**config.mk**
```make
export PLATFORM = sky130hd
export DESIGN_NAME = elrp_div
export DESIGN_NICKNAME = d
export VERILOG_FILES = /design/src/design/elrp_pkg.sv /design/src/design/elrp_div.sv
export SDC_FILE = /design/constraint.sdc
export NUM_CORES = 1
export LEC_CHECK = 0
export ABC_AREA = 1
export ABC_CLOCK_PERIOD_IN_PS = 3400
export BUFFER_PORTS_ARGS = -buffer_cell sky130_fd_sc_hd__buf_2
export CORE_MARGIN = 4
export CORE_UTILIZATION = 59
export DETAILED_ROUTE_END_ITERATION = 6
export PLACE_DENSITY_LB_ADDON = 0.3
export SLEW_MARGIN = 5
export SYNTH_ARGS = -nofsm -noshare
export SYNTH_HDL_FRONTEND = slang
export SYNTH_SLANG_ARGS = --single-unit
```
**constraint.sdc**
```tcl
create_clock -name i_clk -period 3.4 [get_ports i_clk]
set_clock_uncertainty 0.1 [all_clocks]
set_input_delay 0.51 -clock i_clk [delete_from_list [all_inputs] [get_ports i_clk]]
set_output_delay 0.51 -clock i_clk [all_outputs]
set_load 0.02 [all_outputs]
```
**src/design/elrp_pkg.sv**
```systemverilog
//------------------------------------------------------------------------------
// elrp_pkg
// Shared types and constants of the exact logrank rejection probability block.
//------------------------------------------------------------------------------
package elrp_pkg;
    localparam int CRIT_W = 20;
    localparam int HR_W   = 24;
    localparam int CNT_W  = 16;
    localparam int EVT_W  = 5;
    localparam int PROB_W = 32;
    localparam int ACC_W  = 31;   // signed Q6.24
    localparam int DIV_W  = 41;   // widest dividend / divisor (hr*T + C<<16)

    typedef enum logic [1:0] {
        REG_CRIT = 2'd0,
        REG_HR   = 2'd1
    } t_reg_idx;

    typedef enum logic [3:0] {
        ST_IDLE, ST_ORD, ST_EVT, ST_P_WAIT, ST_F_START, ST_F_WAIT,
        ST_MUL, ST_NEXT, ST_CMP1, ST_CMP2, ST_CMP3, ST_ACC, ST_OUT
    } t_state;

    typedef struct packed {
        logic             start;
        logic [DIV_W-1:0] num;
        logic [DIV_W-1:0] den;
        logic [5:0]       frac_bits;
    } t_div_req;

    typedef struct packed {
        logic             done;
        logic [PROB_W:0]  quo;
    } t_div_rsp;
endpackage

```
**src/design/elrp_div.sv**
```systemverilog
//------------------------------------------------------------------------------
// elrp_div
// Restoring divider, one quotient bit per cycle: floor(num * 2^frac / den).
//------------------------------------------------------------------------------
module elrp_div (
    input  logic                i_clk,
    input  logic                i_rst_n,
    input  elrp_pkg::t_div_req  i_req,
    output elrp_pkg::t_div_rsp  o_rsp
);
    localparam int W = elrp_pkg::DIV_W;
    localparam int Q = elrp_pkg::PROB_W + 1;

    logic [W:0]   r_rem, n_rem;
    logic [W-1:0] r_den;
    logic [Q-1:0] r_quo, n_quo;
    logic [5:0]   r_cnt;
    logic         r_busy, r_done;
    logic [W:0]   w_sh;

    always_comb begin
        w_sh  = {r_rem[W-1:0], 1'b0};
        n_rem = w_sh;
        n_quo = {r_quo[Q-2:0], 1'b0};
        if (w_sh >= {1'b0, r_den}) begin
            n_rem = w_sh - {1'b0, r_den};
            n_quo[0] = 1'b1;
        end
    end

    always_ff @(posedge i_clk) begin
        if (!i_rst_n) begin
            r_busy <= 1'b0;
            r_done <= 1'b0;
            r_cnt  <= '0;
        end else begin
            r_done <= 1'b0;
            if (i_req.start) begin
                r_busy <= 1'b1;
                r_cnt  <= i_req.frac_bits;
            end else if (r_busy) begin
                r_cnt <= r_cnt - 6'd1;
                if (r_cnt == 6'd1) begin
                    r_busy <= 1'b0;
                    r_done <= 1'b1;
                end
            end
        end
    end

    always_ff @(posedge i_clk) begin
        if (i_req.start) begin
            r_rem <= {1'b0, i_req.num};
            r_den <= i_req.den;
            r_quo <= '0;
        end else if (r_busy) begin
            r_rem <= n_rem;
            r_quo <= n_quo;
        end
    end

    assign o_rsp.done = r_done;
    assign o_rsp.quo  = r_quo;
endmodule

```
==> After elaboration in Yosys (flattened, before gate mapping) <==
Index checks and enable logic that the tools add are counted.
{ "op_classes": {"eq_ne": 1, "bitwise_logic": 2, "reduce_logical": 2, "n_mux": 10, "addsub": 2, "magnitude_cmp": 1} }
{ "ops": {"columns": ["operator", "n"], "rows": [
  ["41-bit two-way mux", 3],
  ["42-bit by 41-bit >= comparator with 1-bit output", 1],
  ["41-bit subtractor", 1],
  ["6-bit two-way mux", 2],
  ["6-bit by 1-bit == test with 1-bit output (second input constant)", 1],
  ["6-bit by 1-bit subtractor with 6-bit output (second input constant)", 1],
  ["1-bit two-way mux", 5],
  ["3-bit OR reduction", 1],
  ["1-bit inverter", 2],
  ["2-bit nonzero test", 1]
]} }
{ "totals": {"in_bits": 91, "regBits": 123} }

==> Logic depth before layout (Yosys ltp) <==
Gate-level depths: netlist of the first run.
{ "logic_depth": {"depth_word": 4, "ltp_mapped": 17, "ltp_nobuf": 17} }

==> Least setup slack after synthesis of the first run <==
Ideal clock, no wire load.
{ "synth_timing": {"path_kind": "input -> register", "startpoint": "input i_req[88] (netlist name)", "endpoint": "register r_rem[0] (enable)", "path_stages": 3, "arrival_time_ns": 2.032, "setup_ns": 0.422, "path_slack_ns": 0.846, "n_path_buf": 1, "required_ns": 2.878, "cell_sequence": "nor2_1 -> clkinv_1 -> clkbuf_1"} }
{ "synth_between": {"elab_chain_len": 1} }
{ "synth_rtl": {"columns": ["item", "line", "source"], "rows": [
  ["start: declaration", "elrp_div.sv:8", "input elrp_pkg::t_div_req i_req,"],
  ["2-bit nonzero test (no line)", null, null],
  ["end signal: assignment", "elrp_div.sv:53", "r_rem <= {1'b0, i_req.num};"],
  ["end signal: assignment", "elrp_div.sv:57", "r_rem <= n_rem;"],
  ["end: declaration", "elrp_div.sv:14", "logic [W:0] r_rem, n_rem;"]
]} }
Every way passes these cells.
A chain may end at the register's enable or synchronous reset.

==> Final worst setup path of the first run <==
{ "layout_timing": {"startpoint": "register r_rem[9]", "endpoint": "register r_rem[36] (data pin)"} }
{ "layout_between": {"elab_chain_len": 4, "elab_cells_between_ends": 5, "classes_between": "add/sub: 1; order compare: 1; mux: 3"} }
{ "layout_rtl": {"columns": ["item", "line", "source"], "rows": [
  ["41-bit subtractor / 42-bit by 41-bit >= comparator with 1-bit output (equally long branches)", "elrp_div.sv:26, elrp_div.sv:25", null],
  ["41-bit two-way mux (*)", "elrp_div.sv:25", "if (w_sh >= {1'b0, r_den}) begin"],
  ["41-bit two-way mux (*)", "elrp_div.sv:56", "end else if (r_busy) begin"],
  ["41-bit two-way mux (*)", "elrp_div.sv:52", "if (i_req.start) begin"]
]} }
Every way passes the cells marked *; elsewhere a longest branch is shown, timed or not. The select of a mux whose other input is x is not followed.

==> results.py, run 1 <==
metrics = {
    "run_status": {
        "status": "completed",
    },
    "floorplanning": {
        "die_x_um": 129.9,
        "chipHeight_um": 129.9,
        "fp-row-count": 44,
        "die_area_um2": 16870,
        "core_um2": 14530,
        "ioPinCount": 125,
        "start_util_pct": 60.30,
    },
    "drt": {
        "drt-wirelength-per-cell_um": 14.90,
        "drcViolationCount": 0,
        "ant_nets": 0,
        "dr.pass1.iters": 5,
        "num_vias": 8005,
        "avgViaCountPerCell": 5.158,
        "finalWirelength_um": 23120,
        "drtIter0Drc": 652,
    },
    "hold_path": {
        "hp-class": "in -> reg",
        "hold_depth": 1,
        "hold_start": "i_req[23]",
        "worstHoldEndpoint": "r_den[17]",
    },
    "synth": {
        "ys_ff_latch": 123,
        "syn_nets": 1398,
        "synth-simple-area-share_pct": 33.02,
        "ys.warnings.count": 0,
        "yosysTopAreaCell": "edfxtp_1",
        "synthAdderAreaFrac_pct": 6.367,
        "synthMuxAreaShare_pct": 0,
        "synth-edff-count": 82,
        "synth_compound_area_share_pct": 5.310,
        "synth-xor-area-share_pct": 2.598,
        "syn_inst": 1263,
        "synthTopCellsByCount": "nand2_1 (454), inv_1 (240), nand3_1 (86)",
        "yosysSeqAreaShare_pct": 37.46,
        "yosys_most_used_dff": "edfxtp_1",
        "synth_area_um2": 8765,
        "yosys-top-cells-area": "edfxtp_1 (28%), nand2_1 (19%), inv_1 (10%)",
        "yosysUniqueCellTypes": 34,
        "synthArstFlopShare_pct": 0,
        "synth_top_family_by_area": "simple AND/OR/NAND/NOR gates",
        "yosys.cell_count.top_type": "nand2_1",
        "synth_top_area_share_pct": 28.09,
        "syn_area_per_cell_um2": 6.940,
    },
    "grt": {
        "grt_pass1_vias": 7736,
        "antenna_found_initial": 0,
        "grtUsageTotal_pct": 27.84,
        "grt-ovfl-total": 0,
        "grt_pass1_wl_um": 36700,
        "grt_start_max_net_pins": 73,
    },
    "pwr": {
        "p_leak_nw": 5.241,
        "p_per_area_nw_per_um2": 619.9,
        "p_total_mw": 6.117,
        "netSwitchingFraction_pct": 38.69,
        "p_sw_mw": 2.367,
        "ir_worst_vdd_v": 0.0004039,
        "pwr-share-clk_pct": 29.4,
        "power.internal_mw": 3.751,
        "seq_power_share_pct": 31.0,
        "combPwrFrac_pct": 39.6,
    },
    "timing": {
        "rsz0062_at_grt": "no",
        "whs_ns": 0.1512,
        "tightest_slew_ns": 0.8408,
        "min_period_over_period_pct": 87.28,
        "finalHoldViolCount": 0,
        "max_slew_margin_pct": 43.95,
        "fmax_mhz": 337.0,
        "setup_tns_ns": 0,
        "fin_crit_ns": 2.968,
        "setup_violations": 0,
        "final_max_slew_viol_count": 0,
    },
    "cts": {
        "cts-root-buf": "clkbuf_16",
        "post_cts_resized": 0,
        "htreeDepth": 4,
        "cts.sinks": 123,
        "cts_tree": "built",
        "cts_setup_buffers": 0,
        "path_clk_slew_ns": 0.06,
        "cts_buffers": 17,
        "clk_path_buf_depth": 2,
        "clk_latency_ns": 0.43,
        "hold_buffers": 0,
    },
    "critical_path": {
        "worstPathMaxFanout": 42,
        "cp_slowest_cell": "nand2_4",
        "criticalPathCategory": "reg -> reg",
        "rr_startpoint": "r_rem[9]",
        "cp_common_cell": "nand2_1",
        "worstRegToRegCells": 12,
        "reg2reg_to": "r_rem[36]",
        "crit_path_end_kind": "flip-flop",
        "cp_data_arrival_time_ns": 3.04,
        "r2r_slack_ns": 0.43,
        "required_ns": 3.48,
        "critPathMaxStageDelay_ns": 0.44,
        "start_kind": "flip-flop",
        "path_cells": "ha_1, nand2_1, nor2_1, nand2_1, nor2_1, nand2_1, nand3_2, nand2_2, nand2_4, nand3_1, nand2_1, nand2_1",
    },
    "flow_run": {
        "maxCapViolCount": 0,
    },
    "layout": {
        "synthToLayoutAreaGrowth_pct": 12.59,
        "drive_above_1_share_pct": 13.67,
        "finalNetCount": 1490,
        "diodes": 0,
    },
    "placed_design": {
        "port-buffer-count": 124,
        "place.gp.congestion": 0.9982,
        "dp_hpwl_um": 17410,
    },
}
-- registers in the layout, indices dropped and copies added (netlist names) --
register  cells
r_quo        33
r_busy        1
r_rem        41
r_cnt         6
r_den        41
r_done        1
-- layer usage --
metal	up-vias	track usage [%]	part of all wire (%)
li1	4080	-	-
met1	3628	34.98	44
met2	260	46.71	46
met3	37	7.695	7.6
met4	0	8.985	2.3
met5	-	0	0
-- placed cells by master, fill, tap and decap left out, drive strengths merged --
cell type,Yosys,final
o221ai,1,1
dfxtp,41,41
ha,43,43
nor3,5,5
buf,45,133
o22ai,32,32
fa,1,1
nor2,82,82
a21oi,26,26
a21boi,1,1
o21ai,8,8
clkbuf,15,23
a31oi,3,3
nand2,458,458
inv,244,252
clkinv,6,7
xnor2,23,23
nand3,89,89
nand4,3,3
and2,4,4
a22oi,2,2
o21bai,6,6
or2,4,4
edfxtp,82,82
xor2,3,3
nand3b,36,36
-- power by group through the flow --
stage / Clock, mW / Combinational, mW / Sequential, mW
detailed placement: 0 / 2.37 / 1.92
global route: 1.88 / 2.72 / 1.91
CTS: 1.81 / 2.40 / 1.90
global placement: 0 / 2.33 / 1.92
floorplan: 0 / 1.83 / 1.90
finish: 1.80 / 2.42 / 1.90
-- area by class of cell --
type | count | area [µm²]
Clock buffer | 23 | 511.7
Clock inverter | 9 | 68.82
Fill cell | 1296 | 4666
Inverter | 250 | 938.4
Multi-Input combinational cell | 830 | 4145
Sequential cell | 123 | 3283
Tap cell | 184 | 230.2
Timing Repair Buffer | 133 | 690.7
-- metrics by stage --
step | util (%) | cell area, µm² | std cells | setup WS, ns
2_1_floorplan | - | 8765 | 1263 | 0.8462
6_report | 67.90 | 9868 | 1552 | 0.4325
4_1_cts | 67.90 | 9868 | 1552 | 0.5181
3_5_place_dp | 63.90 | 9288 | 1520 | 0.5480
3_3_place_gp | 63.90 | 9288 | 1520 | 0.5680
5_1_grt | 67.90 | 9868 | 1552 | 0.2464
-- kinds of logic (layout without fill, tap and decap cells) --
kind of cell | count (synthesis) | in the layout
AOI/OAI and AO/OA | 79 | 79
and+or+nand+nor | 681 | 681
buffers and inverters | 310 | 415
adders and majority gates | 44 | 44
xor gates and xnor gates | 26 | 26
DFF | 123 | 123
-- critical path, delay by kind of cell, from the launching register on --
family | cells | cell delay (ns)
simple gates | 11 | 1.80
flops | 1 | 0.40
fa+ha+maj | 1 | 0.38
-- worst max path at each step --
stage	from	endpoint	slack [ns]
6_report	r_rem[9]	r_rem[36]	0.43
3_5_place_dp	r_rem[4]	r_rem[34]	0.55
4_1_cts	r_rem[8]	r_rem[38]	0.52
2_1_floorplan	i_req[88]	r_rem[0]	0.85
3_3_place_gp	r_rem[8]	r_rem[40]	0.57
5_1_grt	r_rem[9]	r_rem[36]	0.25
Note: power is estimated with default switching activity, not from simulation.
==> run 2: changes to the inputs <==
- ABC_CLOCK_PERIOD_IN_PS: 3400 -> 3100
- clock period: 3.4 -> 3.1 ns (I/O delays scaled with it)
==> run 2 against run 1 <==
Power rose by 11%. Critical endpoint is now r_rem[35]. Cell count barely moved. Wire length fell by 2.4%. Global-route usage fell by 0.32 points. Sequential share of layout area fell by 0.24 points. Clock power rose by 13%. Register-to-register slack got worse by 0.02 ns. Non-clock buffer count rose by 1.
==> results.py, run 2 (synthesis gave the netlist of run 1 again) <==
metrics = {
    "run_status": {
        "status": "completed",
    },
    "critical_path": {
        "rr_startpoint": "r_rem[4]",
        "cp_top_family": "simple AND/OR/NAND/NOR gates",
        "start_kind": "flip-flop",
        "path_cells": "ha_1, nand2_1, inv_1, nand2_1, nand2_1, nand2_1, nand3_2, nand2_1, nand3_2, nand2_2, buf_12, nand3_1, nand2_1, clkinv_1, nand2_1, nand2_1",
        "cp_slowest_cell": "edfxtp_1",
        "cp_data_arrival_time_ns": 2.76,
        "endpoint": "r_rem[35]",
        "cp_common_cell": "nand2_1",
        "r2r_slack_ns": 0.42,
        "crit_path_start": "r_rem[4]",
        "crit_buf_inv": 3,
        "critPathMaxStageDelay_ns": 0.41,
        "worstRegToRegCells": 16,
        "worstPathMaxFanout": 40,
        "crit_path_end_kind": "flip-flop",
        "crit_cells": 16,
        "required_ns": 3.18,
        "reg2reg_to": "r_rem[35]",
        "criticalPathCategory": "reg -> reg",
    },
    "layout": {
        "diodes": 0,
        "drive_above_1_share_pct": 13.73,
        "synthToLayoutAreaGrowth_pct": 13.42,
        "final_cell_mix": "nand2_1 (454), inv_1 (240), buf_2 (123)",
        "finalNetCount": 1491,
        "largestRegisters": "r_den x41, r_rem x41, r_quo x33",
        "layout_commonest_cell": "nand2_1",
        "final_area_um2": 9941,
    },
    "cts": {
        "htreeDepth": 4,
        "cts_tree": "built",
        "cts-root-buf": "clkbuf_16",
        "clk_latency_ns": 0.43,
        "cts.sinks": 123,
        "path_clk_slew_ns": 0.06,
        "cts_buffers": 17,
        "post_cts_resized": 0,
        "clk_path_buf_depth": 2,
        "hold_buffers": 0,
        "cts_setup_buffers": 0,
    },
    "floorplanning": {
        "core_um2": 14530,
        "fp-row-count": 44,
        "start_util_pct": 60.30,
        "ioPinCount": 125,
        "die_x_um": 129.9,
        "die_area_um2": 16870,
        "chipHeight_um": 129.9,
    },
    "timing": {
        "setup_violations": 0,
        "setup_tns_ns": 0,
        "rsz0062_at_grt": "no",
        "final_max_slew_viol_count": 0,
        "fin_crit_ns": 2.683,
        "tightest_slew_ns": 0.5015,
        "finalHoldViolCount": 0,
        "min_period_over_period_pct": 86.54,
        "max_slew_margin_pct": 66.56,
        "fmax_mhz": 372.7,
    },
    "drt": {
        "num_vias": 7969,
        "dr.pass1.iters": 5,
        "ant_nets": 0,
        "finalWirelength_um": 22550,
        "drcViolationCount": 0,
        "drtIter0Drc": 574,
        "drt-wirelength-per-cell_um": 14.52,
        "avgViaCountPerCell": 5.131,
    },
    "pwr": {
        "ir_worst_vdd_v": 0.0004568,
        "p_leak_nw": 5.274,
        "p_per_area_nw_per_um2": 682.2,
        "p_total_mw": 6.781,
    },
    "grt": {
        "grt-ovfl-total": 0,
        "antenna_found_initial": 0,
        "grt_pass1_wl_um": 36500,
        "grt_start_max_net_pins": 46,
        "grt_pass1_vias": 7527,
        "grtUsageTotal_pct": 27.53,
    },
    "placed_design": {
        "placed_area_um2": 9333,
        "place.gp.congestion": 0.9621,
        "dp_hpwl_um": 16930,
        "port-buffer-count": 124,
    },
    "hold_path": {
        "hold_depth": 1,
        "hp-class": "in -> reg",
    },
    "flow_run": {
        "maxCapViolCount": 0,
    },
}
run 2: cell type report:
type	instances	area, µm²
flip-flops and latches	123	3283
clock buffers	26	564.3
well taps	184	230.2
repair buffers	134	735.7
fillers	1303	4593
clock inverters	6	43.79
multi-input cells	830	4145
inverters	250	938.4
run 2: layer usage:
metal,global-route usage (%),vias up,wire (µm)
met5,0,-,0
met4,7.518,0,301
met3,6.508,22,1609
met2,46.04,266,10780
met1,36.00,3597,9864
li1,-,4084,-
run 2: how the worst min path moves through the flow:
stage / slack (ns) / endpoint / startpoint
3_5_place_dp: 0.35 / r_quo[32] / r_quo[32]
6_report: 0.11 / r_den[8] / i_req[14]
3_3_place_gp: 0.34 / r_quo[32] / r_quo[32]
5_1_grt: 0.09 / r_den[29] / i_req[35]
4_1_cts: 0.09 / r_den[8] / i_req[14]
2_1_floorplan: 0.35 / r_busy / r_busy
run 2: per-stage QoR:
stage | setup WS (ns) | cells | utilization, % | hold WS (ns)
final | 0.4171 | 1553 | 68.40 | 0.1064
after global routing | 0.2413 | 1553 | 68.40 | 0.09427
after CTS | 0.4623 | 1553 | 68.40 | 0.09358
after detailed placement | 0.5135 | 1521 | 64.21 | 0.3500
after global placement | 0.5511 | 1521 | 64.21 | 0.3386
after floorplan | 0.5912 | 1263 | - | 0.3546
run 2: power breakdown:
part           switching (mW)  internal, mW  total, mW
clock                   0.768          1.26       2.03
sequential             0.0916          1.99       2.08
combinational            1.70         0.972       2.67
total                    2.56          4.22       6.78
run 2: worst reg2reg max path: stages, from the launching register on:
cell      delay [ns]
edfxtp_1        0.41
ha_1            0.40
nand2_1         0.15
inv_1           0.07
nand2_1         0.08
nand2_1         0.05
nand2_1         0.07
nand3_2         0.13
nand2_1         0.13
nand3_2         0.11
nand2_2         0.14
buf_12          0.24
nand3_1         0.11
nand2_1         0.08
clkinv_1        0.07
nand2_1         0.05
nand2_1         0.04
